### src/rtl/boxf_fifo.sv
// ============================================================================
// boxf_fifo
// Small flip-flop queue used between the front and back parts and for the
// results. DEPTH must be a power of two.
// ============================================================================
`default_nettype none

module boxf_fifo #(
    parameter int WIDTH = 8,
    parameter int DEPTH = 4
) (
    input  logic                         clk,
    input  logic                         rst_n,
    input  logic                         push,
    input  logic [WIDTH-1:0]             wr_data,
    output logic                         full,
    input  logic                         pop,
    output logic [WIDTH-1:0]             rd_data,
    output logic                         empty,
    output logic [$clog2(DEPTH+1)-1:0]   count
);

    localparam int PW   = $clog2(DEPTH);
    localparam int CNTW = $clog2(DEPTH + 1);

    logic [WIDTH-1:0] mem_reg [DEPTH];
    logic [PW-1:0]    wr_ptr_reg, wr_ptr_next;
    logic [PW-1:0]    rd_ptr_reg, rd_ptr_next;
    logic [CNTW-1:0]  count_reg, count_next;
    logic             do_push;
    logic             do_pop;

    // Handshake qualification and status.
    assign full    = (count_reg == CNTW'(DEPTH));
    assign empty   = (count_reg == '0);
    assign count   = count_reg;
    assign do_push = push && !full;
    assign do_pop  = pop && !empty;
    assign rd_data = mem_reg[rd_ptr_reg];

    // Pointer and occupancy update.
    always_comb
    begin
        wr_ptr_next = do_push ? wr_ptr_reg + PW'(1) : wr_ptr_reg;
        rd_ptr_next = do_pop ? rd_ptr_reg + PW'(1) : rd_ptr_reg;
        unique case ({do_push, do_pop})
            2'b10:   count_next = count_reg + CNTW'(1);
            2'b01:   count_next = count_reg - CNTW'(1);
            default: count_next = count_reg;
        endcase
    end

    always_ff @(posedge clk or negedge rst_n)
    begin
        if (!rst_n)
        begin
            wr_ptr_reg <= '0;
            rd_ptr_reg <= '0;
            count_reg  <= '0;
        end
        else
        begin
            wr_ptr_reg <= wr_ptr_next;
            rd_ptr_reg <= rd_ptr_next;
            count_reg  <= count_next;
        end
    end

    // Storage; no reset needed on payload.
    always_ff @(posedge clk)
    begin
        if (do_push)
        begin
            mem_reg[wr_ptr_reg] <= wr_data;
        end
    end

endmodule

`default_nettype wire

### config.mk
export PLATFORM = sky130hd
export DESIGN_NAME = boxf_fifo
export DESIGN_NICKNAME = d
export VERILOG_FILES = /design/src/rtl/boxf_fifo.sv
export SDC_FILE = /design/constraint.sdc
export NUM_CORES = 1
export LEC_CHECK = 0
export BUFFER_PORTS_ARGS = -buffer_cell sky130_fd_sc_hd__buf_2
export CAP_MARGIN = 20
export CORE_ASPECT_RATIO = 1.5
export CORE_MARGIN = 2
export CORE_UTILIZATION = 35
export CTS_CLUSTER_SIZE = 30
export DETAILED_ROUTE_END_ITERATION = 8
export HOLD_SLACK_MARGIN = 0.15
export SETUP_SLACK_MARGIN = 0.05
export SYNTH_ARGS = -nofsm -noshare
export SYNTH_HDL_FRONTEND = slang
export SYNTH_SLANG_ARGS = --single-unit
### constraint.sdc
create_clock -name clk -period 3.17 [get_ports clk]
set_input_delay 0.4755 -clock clk [delete_from_list [all_inputs] [get_ports clk]]
set_output_delay 0.4755 -clock clk [all_outputs]
set_load 0.005 [all_outputs]
* Word level (Yosys, flattened, before mapping) *
Memories as Yosys holds them, arrays and structs flattened.
Index checks and enable logic that the tools add are counted.

storage, ports and cells
  memories = 1
  bits in registers = 7
  logic and storage cells = 20
  output and inout bits = 13
  memory bits (writable) = 32

memory list
  memory   words  width  read ports  clocked after memory_dff  wr ports  line  text
  mem_reg  4      8      1           0                         1         26    logic [WIDTH-1:0] mem_reg [DEPTH];

cells by class
  add/subtract/negate cells = 4
  reduce and logical (&&, ||, !) cells = 6
  eq/ne operators = 3
  multiplexer cells = 3

operator list
  kind                                                                    count
  3-bit case mux with 2 select lines                                      1
  2-bit by 1-bit adder with 2-bit output (second input constant)          2
  3-bit by 1-bit adder with 3-bit output (second input constant)          1
  3-bit equality test (second input constant)                             1
  3-bit zero test                                                         1
  3-bit by 1-bit subtractor with 3-bit output (second input constant)     1
  2-bit by 1-bit equality test with 1-bit output (second input constant)  1
  2-bit equality test (second input constant)                             1
  1-bit logical AND                                                       2
  1-bit zero test                                                         2
  1-bit two-way mux                                                       2
  2-bit nonzero test                                                      1

* Logic depth before layout (Yosys ltp) *
  depth in word-level cells = 5
  mapped depth = 9
  gate-level depth less buffers = 9

* Least setup slack after synthesis *
Ideal clock, no wire load.

  kind = register to register
  from = reg count_reg[0] (netlist: count[0])
  to = reg count_reg[2] (netlist: count[2])
  buffers on the path = 0
  arrival time = 1.820 ns
  path slack = 1.271 ns
  stages on the path, launching flop included = 10
  cell sequence = dfrtp_1 > nor3b_4 > nor2b_4 > inv_1 > ha_1 > inv_1 > fa_1 > xor2_1 > nor2_1 > xor2_1

on the way
  cells in the longest elaborated chain, start to end = 5
  elaborated cells between the ends (all ways) = 12

RTL lines
  item                                                                                   line  text
  from (decl)                                                                            29    logic [CNTW-1:0] count_reg, count_next;
  from (signal assigned)                                                                 65    count_reg <= count_next;
  3-bit equality test (*)                                                                34    assign full = (count_reg == CNTW'(DEPTH));
  named net full                                                                         16    output logic full,
  1-bit zero test (*)                                                                    37    assign do_push = push && !full;
  1-bit logical AND (*)                                                                  37
  2-bit by 1-bit equality test with 1-bit output or 2-bit equality test (tied branches)  46    unique case ({do_push, do_pop})
  3-bit case mux with 2 select lines or 2-bit nonzero test (tied branches)               --

Mark *: on every way through the listed nets, which the timed path passes. The rest lies on a longest branch.
A chain may end at the register's enable or synchronous reset.

* Worst setup path in the final report *
  from = reg rd_ptr_reg[0]
  to = out rd_data[5]

on the way
  cells in the longest elaborated chain, start to end = 1

RTL lines
  item                    line  text
  from (decl)             28    logic [PW-1:0] rd_ptr_reg, rd_ptr_next;
  from (signal assigned)  64    rd_ptr_reg <= rd_ptr_next;
  memory read 4 x 8 bit   --
  to (decl)               18    output logic [WIDTH-1:0] rd_data,

No other way between the ends.

==> impl_metrics.csv <==
group,metric,value,unit
finish,layout_commonest_cell,"edfxtp_1",
global_route,grt_usage,0.109,
finish,largest_reg_flops,32,
clock_network,clockBufferDepth,2,
floorplan,ioPinCount,25,
logic_synthesis,netlist_instances,79,
drt,drtIter0Drc,19,
critical_path,cp_data_required_time,2690,ps
status,status,"finished, final reports clean",
sta,fin_crit_sh,0.692,
finish,drive_above_1_share,0.409,
sta,rsz0062_at_grt,"no",
global_route,grt_pass1_wl,3940,um
logic_synthesis,synthDistinctLibCells,19,
finish,mostFrequentLayoutCells,"32 x edfxtp_1, 24 x buf_2, 8 x mux4_2, 7 x dfrtp_1, 6 x inv_1",
placement,portBuffers,24,
critical_path,crit_arrival,1720,ps
placement,gp_congestion,0.703,
clock_network,cts_inserted_buffers,5,
logic_synthesis,synth_nets,97,
placement,dp_hpwl,1740,um
clock_network,tritoncts,"yes",
global_route,grt_start_max_net_pins,12,
clock_network,clkTransAtPathRegs,70,ps
clock_network,cts_sinks,39,
critical_path,crit_path_max_fanout,10,
finish,syn_to_final_growth,16.4,%
logic_synthesis,ys_ff_latch,39,
global_route,first_global_vias,824,
floorplan,die_area,5120,sq um
sta,worst_pin_slew,593,ps
power_and_ir_drop,vdd_drop_max,0.000517,V
flow_run,cap_violations,0,
critical_path,path_class,"flip-flop to primary output",
power_and_ir_drop,powerDensity,868,nW/um^2
sta,slew_headroom,0.605,
sta,drv_slew,0,
drt,viasPerCell,4.89,
critical_path,critPathLaunchType,"flip-flop",
drt,antenna_left,0,
sta,period_minus_slack,2190,ps
sta,finalHoldViolCount,0,
drt,first_pass_iters,4,
finish,utilization,0.415,
logic_synthesis,synth-seq-area-share,0.713,
floorplan,coreArea,4470,sq um
finish,diodes,0,
floorplan,die_w,59.1,um
drt,via_count,773,
clock_network,root_buffer,"clkbuf_8",
sta,setup_viol,0,
floorplan,die_h,86.6,um
sta,finClkSkew,2.60,ps
clock_network,clkLatencyLatePin,280,ps
sta,fmax,456,MHz
finish,final_nets,127,
global_route,grt_antenna_before_repair,0,
floorplan,num_rows,30,
global_route,grt-ovfl-total,0,
logic_synthesis,syn-cell-area,1590,sq um
drt,drc,0,
clock_network,post-cts-setup-buffers,0,
clock_network,htreeDepth,2,
min_path,hold_path_class,"primary input to flip-flop",
finish,fill_cells,402,
sta,finalSetupTns,0,ps
drt,wl_per_cell,15.3,um
logic_synthesis,syn_avg_cell_area,20.2,sq um
power_and_ir_drop,leakagePower,0.712,nW
critical_path,end_kind,"primary output",
logic_synthesis,ys_warn_count,0,
drt,wl,2420,um
floorplan,start_util,0.357,
==> area by class of cell <==
class	instances	area (sq um)	area share
Sequential cell	39	1140	0.613
Multi-Input combinational cell	32	425	0.229
Timing Repair Buffer	25	130	0.0702
Clock buffer	6	72.6	0.0391
Tap cell	48	60.1	0.0324
Inverter	6	22.5	0.0121
Clock inverter	2	7.51	0.00405
==> synthesized netlist by cell type (all sizes together) <==
master	count	area share
and2	4	0.019
buf	1	0.0031
clkbuf	1	0.0024
dfrtp	7	0.11
edfxtp	32	0.60
fa	1	0.013
ha	5	0.039
inv	6	0.014
mux2	1	0.0094
mux2i	1	0.0063
mux4	8	0.11
nand2	1	0.0024
nor2	1	0.0024
nor2b	1	0.0086
nor3	1	0.0031
nor3b	1	0.012
o31a	1	0.0063
xnor2	3	0.016
xor2	3	0.016
==> where the power goes <==
part           internal, mW  switching [mW]  leakage [nW]
clock network         0.150           0.152        0.0403
logic                 0.285           0.203         0.297
registers             0.695           0.125         0.375
total                  1.13           0.479         0.712
==> cell families after synthesis <==
| logic type | count (synthesis) | share of synthesized area |
|---|---|---|
| DFF | 39 | 0.713 |
| muxes | 10 | 0.129 |
| and+or+nand+nor | 9 | 0.0471 |
| buffers and inverters | 8 | 0.0196 |
| xor gates and xnor gates | 6 | 0.0330 |
| adders and majority gates | 6 | 0.0518 |
| AOI/OAI and AO/OA | 1 | 0.00628 |
==> final timing paths <==
| kind | to | slack, ps | cells past startpoint | from |
|---|---|---|---|---|
| setup / recovery | rd_data[5] | 980 | 2 | rd_ptr_reg[0]$_DFFE_PN0P_ |
| hold / removal | mem_reg[1][7]$_DFFE_PP_ | 410 | 1 | wr_data[7] |
| setup reg to reg | count[2]$_DFFE_PN0P_ | 1180 | 9 | count[0]$_DFFE_PN0P_ |
| hold reg to reg | count[2]$_DFFE_PN0P_ | 550 | 1 | count[2]$_DFFE_PN0P_ |
| max in group asynchronous | rd_ptr_reg[0]$_DFFE_PN0P_ | 2450 | 2 | rst_n |
| min in group asynchronous | count[0]$_DFFE_PN0P_ | 560 | 2 | rst_n |
==> per-stage QoR <==
step,hold WS [ps],area [sq um],cells,worst slack [ps],power (mW)
finish,408,1850,158,975,1.61
global route,409,1850,158,874,1.72
CTS,399,1850,158,924,1.64
detailed placement,326,1760,149,1160,1.33
global placement,315,1760,149,1220,1.31
floorplan,180,1590,79,1270,1.15
==> layer usage <==
layer / vias up / global-route usage / part of all wire
li1: 356 / - / -
met1: 392 / 0.118 / 0.37
met2: 20 / 0.185 / 0.55
met3: 5 / 0.0328 / 0.049
met4: 0 / 0.0620 / 0.026
met5: - / 0 / 0
==> worst max-delay path: stages, from the launching register on <==
cell and delay (ps):
dfrtp_1 720, mux4_2 580, buf_2 140
==> timing repair <==
item                                   in CTS  in global routing
hold buffers                                1                  0
endpoints found under the hold margin       7                  0
resized for setup                           0                  0
(Power assumes the default switching activity.)
