**config.mk**
```make
export PLATFORM = sky130hd
export DESIGN_NAME = boxf_front
export DESIGN_NICKNAME = d
export VERILOG_FILES = /design/src/rtl/boxf_pkg.sv /design/src/rtl/boxf_front.sv
export SDC_FILE = /design/constraint.sdc
export NUM_CORES = 1
export LEC_CHECK = 0
export ABC_AREA = 1
export BUFFER_PORTS_ARGS = -buffer_cell sky130_fd_sc_hd__buf_4
export CAP_MARGIN = 25
export CORE_ASPECT_RATIO = 1.25
export CORE_UTILIZATION = 55
export CTS_BUF_LIST = sky130_fd_sc_hd__clkbuf_8 sky130_fd_sc_hd__clkbuf_16
export CTS_CLUSTER_SIZE = 10
export DETAILED_ROUTE_END_ITERATION = 10
export GPL_TIMING_DRIVEN = 0
export PLACE_DENSITY = 0.86
export SLEW_MARGIN = 0
export SYNTH_ARGS = -nofsm -noshare
export SYNTH_HDL_FRONTEND = slang
export SYNTH_SLANG_ARGS = --single-unit
```
**constraint.sdc**
```tcl
create_clock -name clk -period 2.9 [get_ports clk]
set_clock_uncertainty 0.05 [all_clocks]
set_input_delay 0.58 -clock clk [delete_from_list [all_inputs] [get_ports clk]]
set_output_delay 0.58 -clock clk [all_outputs]
set_load 0.02 [all_outputs]
```
**src/rtl/boxf_pkg.sv**
```systemverilog
// ============================================================================
// boxf_pkg
// Shared types and constants of the 3x3 edge-clipped box filter: payload
// structs of both queues, the command passed from front to back, register
// indexes and the reciprocal table used for the mean.
// ============================================================================
`default_nettype none

package boxf_pkg;

    // Field widths fixed by the interface.
    localparam int PIX_W      = 8;
    localparam int CFG_IDX_W  = 2;
    localparam int CFG_DATA_W = 11;

    // Queue depths (power of two).
    localparam int CMD_DEPTH = 4;
    localparam int OUT_DEPTH = 8;
    localparam int OCNT_W    = $clog2(OUT_DEPTH + 1);

    // Window sum, divisor and reciprocal arithmetic.
    localparam int SUM_W       = 12;
    localparam int CNT_W       = 4;
    localparam int RECIP_SHIFT = 18;
    localparam int RECIP_W     = 19;

    // Configuration register indexes.
    typedef enum logic [CFG_IDX_W-1:0] {
        REG_IMAGE_WIDTH  = 2'd0,
        REG_IMAGE_HEIGHT = 2'd1
    } reg_index_t;

    // One input transaction.
    typedef struct packed {
        logic             operation;
        logic [PIX_W-1:0] pixel_value;
    } item_t;

    // One result transaction.
    typedef struct packed {
        logic [PIX_W-1:0] mean_value;
        logic             frame_last;
    } result_t;

    // Classified command from the front part to the back part.
    typedef struct packed {
        logic             wr_en;     // pixel lies inside the frame
        logic [1:0]       bank;      // input row modulo four
        logic             has_out;   // this command releases a result
        logic             top_ok;    // row above the output pixel is inside
        logic             bot_ok;    // row below the output pixel is inside
        logic             left_ok;   // column left of the output pixel is inside
        logic             right_ok;  // column right of the output pixel is inside
        logic             last;      // result is the final pixel of the frame
        logic [PIX_W-1:0] pix;       // pixel value, zero for a drain
    } ctrl_t;

    // Reciprocal of the in-image tap count, scaled by 2^RECIP_SHIFT and
    // rounded up. Exact truncated quotient for every sum below 2^SUM_W.
    function automatic logic [RECIP_W-1:0] recip(input logic [CNT_W-1:0] cnt);
        logic [RECIP_W-1:0] m;
        unique case (cnt)
            4'd1:    m = 19'd262144;
            4'd2:    m = 19'd131072;
            4'd3:    m = 19'd87382;
            4'd4:    m = 19'd65536;
            4'd6:    m = 19'd43691;
            4'd9:    m = 19'd29128;
            default: m = '0;
        endcase
        return m;
    endfunction

endpackage

`default_nettype wire

```
**src/rtl/boxf_front.sv**
```systemverilog
// ============================================================================
// boxf_front
// Front part: holds the frame size registers, tracks input and output raster
// positions and turns every accepted transaction into a classified command.
// ============================================================================
`default_nettype none

module boxf_front #(
    parameter int MAX_WIDTH  = 1024,
    parameter int MAX_HEIGHT = 1024
) (
    input  logic                              clk,
    input  logic                              rst_n,
    input  logic                              cfg_wr,
    input  logic [boxf_pkg::CFG_IDX_W-1:0]    cfg_index,
    input  logic [boxf_pkg::CFG_DATA_W-1:0]   cfg_data,
    input  logic                              push,
    input  logic                              full,
    input  boxf_pkg::item_t                   item,
    output logic                              cmd_push,
    output boxf_pkg::ctrl_t                   cmd_ctrl,
    output logic [$clog2(MAX_WIDTH)-1:0]      cmd_col
);

    import boxf_pkg::*;

    localparam int WW    = $clog2(MAX_WIDTH + 1);
    localparam int HW    = $clog2(MAX_HEIGHT + 1);
    localparam int CW    = $clog2(MAX_WIDTH);
    localparam int IRW   = $clog2(MAX_HEIGHT + 3);
    localparam int ORW   = $clog2(MAX_HEIGHT);
    localparam int LW    = $clog2(MAX_WIDTH + 2);
    localparam int RST_W = (MAX_WIDTH < 1024) ? MAX_WIDTH : 1024;
    localparam int RST_H = (MAX_HEIGHT < 1024) ? MAX_HEIGHT : 1024;

    logic [WW-1:0]  width_reg, width_next;
    logic [HW-1:0]  height_reg, height_next;
    logic [CW-1:0]  in_col_reg, in_col_next;
    logic [IRW-1:0] in_row_reg, in_row_next;
    logic [LW-1:0]  lead_reg, lead_next;
    logic [CW-1:0]  out_col_reg, out_col_next;
    logic [ORW-1:0] out_row_reg, out_row_next;

    logic          acc;
    logic          has_out;
    logic          last;
    logic [WW-1:0] width_cfg;
    logic [HW-1:0] height_cfg;

    // A zero size acts as one; sizes beyond the maximum saturate.
    always_comb
    begin
        if (cfg_data == '0)
            width_cfg = WW'(1);
        else if (32'(cfg_data) > MAX_WIDTH)
            width_cfg = WW'(MAX_WIDTH);
        else
            width_cfg = WW'(cfg_data);

        if (cfg_data == '0)
            height_cfg = HW'(1);
        else if (32'(cfg_data) > MAX_HEIGHT)
            height_cfg = HW'(MAX_HEIGHT);
        else
            height_cfg = HW'(cfg_data);
    end

    // Results start once width+1 transactions of the frame have arrived.
    always_comb
    begin
        acc     = push && !full;
        has_out = 32'(lead_reg) >= 32'(width_reg) + 32'd1;
        last    = has_out
                  && (32'(out_row_reg) + 32'd1 == 32'(height_reg))
                  && (32'(out_col_reg) + 32'd1 == 32'(width_reg));
    end

    // Command classification.
    always_comb
    begin
        cmd_push          = acc;
        cmd_col           = in_col_reg;
        cmd_ctrl.wr_en    = 32'(in_row_reg) < 32'(height_reg);
        cmd_ctrl.bank     = in_row_reg[1:0];
        cmd_ctrl.has_out  = has_out;
        cmd_ctrl.top_ok   = (out_row_reg != '0);
        cmd_ctrl.bot_ok   = 32'(out_row_reg) + 32'd1 < 32'(height_reg);
        cmd_ctrl.left_ok  = (out_col_reg != '0);
        cmd_ctrl.right_ok = 32'(out_col_reg) + 32'd1 < 32'(width_reg);
        cmd_ctrl.last     = last;
        cmd_ctrl.pix      = item.operation ? '0 : item.pixel_value;
    end

    // Position counters and configuration registers.
    always_comb
    begin
        width_next   = width_reg;
        height_next  = height_reg;
        in_col_next  = in_col_reg;
        in_row_next  = in_row_reg;
        lead_next    = lead_reg;
        out_col_next = out_col_reg;
        out_row_next = out_row_reg;

        priority if (cfg_wr)
        begin
            if (cfg_index == REG_IMAGE_WIDTH)
                width_next = width_cfg;
            if (cfg_index == REG_IMAGE_HEIGHT)
                height_next = height_cfg;
            if (cfg_index == REG_IMAGE_WIDTH || cfg_index == REG_IMAGE_HEIGHT)
            begin
                in_col_next  = '0;
                in_row_next  = '0;
                lead_next    = '0;
                out_col_next = '0;
                out_row_next = '0;
            end
        end
        else if (acc)
        begin
            // Input position stops two rows past the frame.
            if (32'(in_row_reg) < 32'(height_reg) + 32'd2)
            begin
                if (32'(in_col_reg) + 32'd1 >= 32'(width_reg))
                begin
                    in_col_next = '0;
                    in_row_next = in_row_reg + IRW'(1);
                end
                else
                begin
                    in_col_next = in_col_reg + CW'(1);
                end
            end

            if (32'(lead_reg) < 32'(width_reg) + 32'd1)
                lead_next = lead_reg + LW'(1);

            if (has_out)
            begin
                if (32'(out_col_reg) + 32'd1 >= 32'(width_reg))
                begin
                    out_col_next = '0;
                    out_row_next = out_row_reg + ORW'(1);
                end
                else
                begin
                    out_col_next = out_col_reg + CW'(1);
                end
            end

            // The final result of the frame restarts all positions.
            if (last)
            begin
                in_col_next  = '0;
                in_row_next  = '0;
                lead_next    = '0;
                out_col_next = '0;
                out_row_next = '0;
            end
        end
    end

    always_ff @(posedge clk or negedge rst_n)
    begin
        if (!rst_n)
        begin
            width_reg   <= WW'(RST_W);
            height_reg  <= HW'(RST_H);
            in_col_reg  <= '0;
            in_row_reg  <= '0;
            lead_reg    <= '0;
            out_col_reg <= '0;
            out_row_reg <= '0;
        end
        else
        begin
            width_reg   <= width_next;
            height_reg  <= height_next;
            in_col_reg  <= in_col_next;
            in_row_reg  <= in_row_next;
            lead_reg    <= lead_next;
            out_col_reg <= out_col_next;
            out_row_reg <= out_row_next;
        end
    end

`ifndef SYNTH
    // The input column always stays inside the configured row.
    a_col_in_row: assert property (@(posedge clk) disable iff (!rst_n)
        32'(in_col_reg) < 32'(width_reg))
        else $error("input column beyond image width");

    // A result is only released for a pixel inside the frame.
    a_out_in_frame: assert property (@(posedge clk) disable iff (!rst_n)
        (acc && has_out) |-> (32'(out_row_reg) < 32'(height_reg)))
        else $error("result released for a row outside the frame");

    // The final result restarts the frame on the next cycle.
    a_last_restart: assert property (@(posedge clk) disable iff (!rst_n)
        (acc && last && !cfg_wr) |=>
            (in_row_reg == '0 && in_col_reg == '0 && lead_reg == '0
             && out_row_reg == '0 && out_col_reg == '0))
        else $error("frame did not restart after its final result");
`endif

endmodule

`default_nettype wire

```
== After elaboration in Yosys (flattened, before gate mapping) ==
Index checks and enable logic that the tools add are counted.
Word-level totals
  flip-flop bits (word level): 74
  bits of input ports: 27
  output and inout port bits: 28
  word-level logic and storage cells: 81
Operators by class
  $add $sub $neg: 10
  $lt $le $gt $ge: 9
  equal/unequal tests: 4
  multiplexer cells: 29
  reduce and logical (&&, ||, !) cells: 22
Operator list (count)
  2-to-1 mux 10 bit: 16
  2-to-1 mux 11 bit: 12
  == test 32 x 11 -> 1 bit: 2
  adder 10 x 1 -> 11 bit, second input constant: 3
  greater-or-equal comparator 11 x 32 -> 1 bit: 1
  < comparator 32 x 11 -> 1 bit: 1
  adder 10 x 1 -> 10 bit, second input constant: 3
  < comparator 11 x 12 -> 1 bit: 2
  adder 11 x 1 -> 11 bit, second input constant: 2
  greater-or-equal comparator 11 bit: 2
  < comparator 11 bit: 2
  nonzero test 10 bit: 2
  nonzero test 3 bit: 5
  adder 11 x 1 -> 12 bit, second input constant: 1
  adder 11 x 2 -> 12 bit, second input constant: 1
  > comparator 11 bit, second input constant: 1
  logical NOT 11 bit: 1
  AND reduction 3 bit: 3
  2-to-1 mux 8 bit: 1
  AND reduction 4 bit: 2
  AND reduction 2 bit: 2
  logical AND 1 bit: 3
  == test 2 x 1 -> 1 bit, second input constant: 1
  logical NOT 2 bit: 1
  other kinds (4): 4

== Logic depth before layout (Yosys ltp) ==
  depth in word-level cells: 7
  gate-level depth with buffers: 20
  gate-level depth less buffers: 19

== Worst setup path after synthesis ==
Ideal clock, no wire load.
  kind: register to output
  from: register width_reg[0]
  to: output cmd_ctrl[8] in the netlist's numbering
  data arrival time: 2.459 ns
  data required time: 2.270 ns
  setup slack: -0.189 ns
  cell stages (with the launch flop): 17
  buffers on the path: 1
  path through: dfrtp_1 -> ha_1 -> nand2_1 -> nor3_1 -> nand3_1 -> nor3_1 -> xor2_1 -> inv_1 -> ha_1 -> and3_1 -> nand2_1 -> inv_1 -> nand2_2 -> nand3_4 -> nand2_8 -> inv_1 -> buf_4
Between the ends
  word-level cells in the longest chain between the ends: 4
  elaborated cells between the ends (all ways): 5
  those cells by class: add/sub: 1; order compare: 1; eq/ne: 1; reduce/logical: 2
RTL lines
  start, declared: RTL line boxf_front.sv:36  | logic [WW-1:0] width_reg, width_next;
  start signal, assigned: RTL line boxf_front.sv:168  | width_reg <= WW'(RST_W);
  start signal, assigned: RTL line boxf_front.sv:178  | width_reg <= width_next;
  adder 11 x 1 -> 12 bit: RTL line boxf_front.sv:72  | has_out = 32'(lead_reg) >= 32'(width_reg) + 32'd1;
  greater-or-equal comparator 11 x 32 -> 1 bit: RTL line boxf_front.sv:72
  net has_out: RTL line boxf_front.sv:45  | logic has_out;
  logical AND 1 bit: RTL line boxf_front.sv:74  | && (32'(out_row_reg) + 32'd1 == 32'(height_reg))
  logical AND 1 bit: RTL line boxf_front.sv:75  | && (32'(out_col_reg) + 32'd1 == 32'(width_reg));
  end, declared: RTL line boxf_front.sv:21  | output boxf_pkg::ctrl_t cmd_ctrl,
The timed path passes the listed nets, and every way through them passes these cells.

== Worst setup path in the final report ==
  from: register width_reg[4]
  to: register lead_reg[3]
Between the ends
  word-level cells in the longest chain between the ends: 7
  elaborated cells between the ends (all ways): 11
  those cells by class: add/sub: 1; order compare: 2; eq/ne: 1; mux: 3; reduce/logical: 4
RTL lines
  adder 11 x 1 -> 12 bit (*): RTL line boxf_front.sv:72
  greater-or-equal comparator 11 x 32 -> 1 bit (*): RTL line boxf_front.sv:72
  net has_out: RTL line boxf_front.sv:45
  logical AND 1 bit (*): RTL line boxf_front.sv:74
  logical AND 1 bit (*): RTL line boxf_front.sv:75
  2-to-1 mux 11 bit: RTL line boxf_front.sv:153  | if (last)
  2-to-1 mux 11 bit: RTL line boxf_front.sv:120  | else if (acc)
  2-to-1 mux 11 bit: RTL line boxf_front.sv:105  | priority if (cfg_wr)
  end signal, assigned: RTL line boxf_front.sv:182  | lead_reg <= lead_next;
  end, declared: RTL line boxf_front.sv:40  | logic [LW-1:0] lead_reg, lead_next;
Mark *: on every way through the listed nets, which the timed path passes. The rest lies on a longest branch. The select of a mux whose other input is x is not followed.
A chain may end at the register's enable or synchronous reset.

==> run metrics <==
status=complete, but fails checks; most frequent cell after synthesis=nand2_1; Final ANT Viol Nets=0; hold buffers post-CTS=0; wire per inst=19.80 um; Synth area leaders=dfrtp_1 (29%), ha_1 (15%), nand2_1 (11%), inv_1 (7.6%), xor2_1 (6.1%); Core ar.=11140 sq um; syn_nets=959; # clock sinks=74; initial antenna violation count=0; Final WS setup=-0.7661 ns; final wirelength=22090 um; Fin. Hold Viols=0; setup TNS=-33.51 ns; count of buffers from port buffering=53; Iter 0 DRT Violations=697; layout cells sized above 1=0.2630; maximum vdd drop=360.3 uV; R2R cell count=22; post-synthesis sequential area ratio=0.2942; async set or reset register ratio after synthesis=1.000; crit path from=width_reg[4]; Congestion Overflow GR=0; crit-path most repeated cell=buf_4; post-layout util=0.7372; critical path arrival=3.87 ns; area grow syn2layout=30.25%; Hold Slack=0.07024 ns; die area=11900 sq um; Total GRT Usage=0.2981; Synth Area per Inst=7.355 sq um; DRC Markers=6; Hold WC Path Type=primary input to async pin; Mapped Cells=857; kind of critical path=flip-flop to flip-flop; first-pass GRT wire length=28210 um; dominant synthesized flop cell=dfrtp_1; Slew Limit Headroom=0.5442; largest stage delay on the critical path=0.41 ns; Starting Density=0.5660; Nets=1078; number of CTS-inserted buffers=9; CTS tree=yes; CTS Buffer Depth=2; Row Count=43; Least-Margin Pin Slew=0.6786 ns; clock period minus worst slack=3.666 ns; GPL Wtd Cong=0.8877; RSZ-0062 raised after global routing=true; RR Startpoint=width_reg[4]; Critical-path top delay cell=dfrtp_1; largest net degree at the start of global routing=75; number of H-tree levels=3; Detailed Routing Iterations Pass 1=8; Power Density=456.4 nW/um^2; vias per cell=6.190; top cells by count, synth=nand2_1 (180), inv_1 (128), nor2_1 (88), ha_1 (75), dfrtp_1 (72); Chip Height=121.7 um; mapped cell area=6304 sq um; YS warnings=0; Worst Setup End Kind=flip-flop; type of origin of the critical path=flip-flop; EDFF count, synth=0; post-DP HPWL=11230 um; CTS clk-pin slew, worst paths=0.07 ns; area leader, netlist=dfrtp_1; vias in the first global route=6168; die width=97.76 um; crit path cell chain=nand2_1 -> nor3_4 -> buf_4 -> buf_4 -> buf_4 -> xor2_2 -> ha_1 -> nand2_2 -> nor2_1 -> nor2_1 -> nand2_1 -> nand2_2 -> nand3_4 -> nand2_8 -> buf_4 -> buf_6 -> buf_12 -> nand2_8 -> inv_8 -> buf_12 -> nand2_1 -> o21ai_2; total power=3.747 mW; worst skew pair latency=0.35 ns; CP Data Required Time=3.10 ns; Via Count=6908; Crit Path Max Fanout=8; Post-Place Worst Slack=-0.5016 ns; Synth top area share=0.2858; diodes inserted=0; Top-Level Pins=55; Slew Limit Fails=0; failing checks=DRC, setup timing; Max Freq=0.2728 GHz; # setup viols final=56; number of synthesized register bits=74; root buffer cell=clkbuf_16; fin crit share=1.264; Leak=4.151 nW; max cap viols=0; Yosys cell types=45
## placed cells by master (no fill, tap or decap), types with 3 or more instances in the layout
cell         n
nand3_4      6
dfrtp_2      5
nand3b_1     3
nand3_1     39
clkbuf_16   12
nand2_4      5
nor3_1       9
ha_4         4
ha_1        69
buf_12       3
nand2_1    154
o21ai_1     33
xor2_1      42
inv_1      117
nand2_2     25
clkbuf_8     3
nor2_4       3
nor3_4       4
nand4_1     26
xnor2_1      6
nor3_2       4
nor2_1      79
o22ai_1      4
o21ai_0     27
nor2_2      10
nand3_2      9
dfrtp_1     67
a21oi_1     29
inv_2       13
clkbuf_1     5
buf_6       16
nor4_1       6
buf_4       94
buf_8        4
o21ai_2     10
or2_2        3
nand2_8      4
## worst max-delay path: cells and delay by family, from the launching register on
family	cells	cell delay (ns)
adders and majority gates	1	0.26
buffers and inverters	8	0.95
DFF	1	0.41
AOI/OAI and AO/OA	1	0.25
and+or+nand+nor	11	1.46
xor gates and xnor gates	1	0.15
## where the power goes
part | switching (mW) | internal (mW) | leakage [nW]
Combinational | 0.797 | 0.491 | 3.00
Sequential | 0.124 | 1.12 | 0.991
Clock | 0.478 | 0.736 | 0.156
## per-stage QoR
step                instances  cell area [sq um]
floorplan                 857               6320
global placement         1045               6887
detailed placement       1045               6887
CTS                      1091               7630
global route             1116               8210
finish                   1116               8210
## worst paths after layout
path                             endpoint  slack (ns)
max in group asynchronous      cmd_col[0]        2.09
max reg2reg                   lead_reg[3]       -0.77
max                           lead_reg[3]       -0.77
min reg2reg                    cmd_col[7]        0.49
min                        out_row_reg[5]        0.07
min in group clk               cmd_col[7]        0.49
## final cells by class
cell class                      count  area, sq um
Clock buffer                       12        266.5
Tap cell                          135        168.9
Sequential cell                    74         1861
Inverter                          131        501.7
Timing Repair Buffer              109        978.4
Fill cell                         728         2927
Clock inverter                      4        50.05
Multi-Input combinational cell    631         4198
Buffer                             20        186.4
## repair_timing
| item | CTS | global route |
|---|---|---|
| pin swaps | 26 | 38 |
| gates resized for setup | 63 | 86 |
| gates cloned | 2 | 5 |
| buffers inserted | 29 | 20 |
| setup endpoints to repair | 55 | 56 |
## layer usage
layer	wire length [um]	track usage
met5	0	0
met4	1844	0.1581
met3	2272	0.05164
met2	10570	0.5448
met1	7405	0.3313
## cells by family after synthesis
family | count (synthesis) | synth area share
flops | 74 | 0.2942
xor+xnor | 50 | 0.06947
compound gates | 113 | 0.09726
simple gates | 393 | 0.2868
fa+ha+maj | 75 | 0.1489
buf+inv | 152 | 0.1034
No activity file was read; power rests on OpenSTA's default activity.
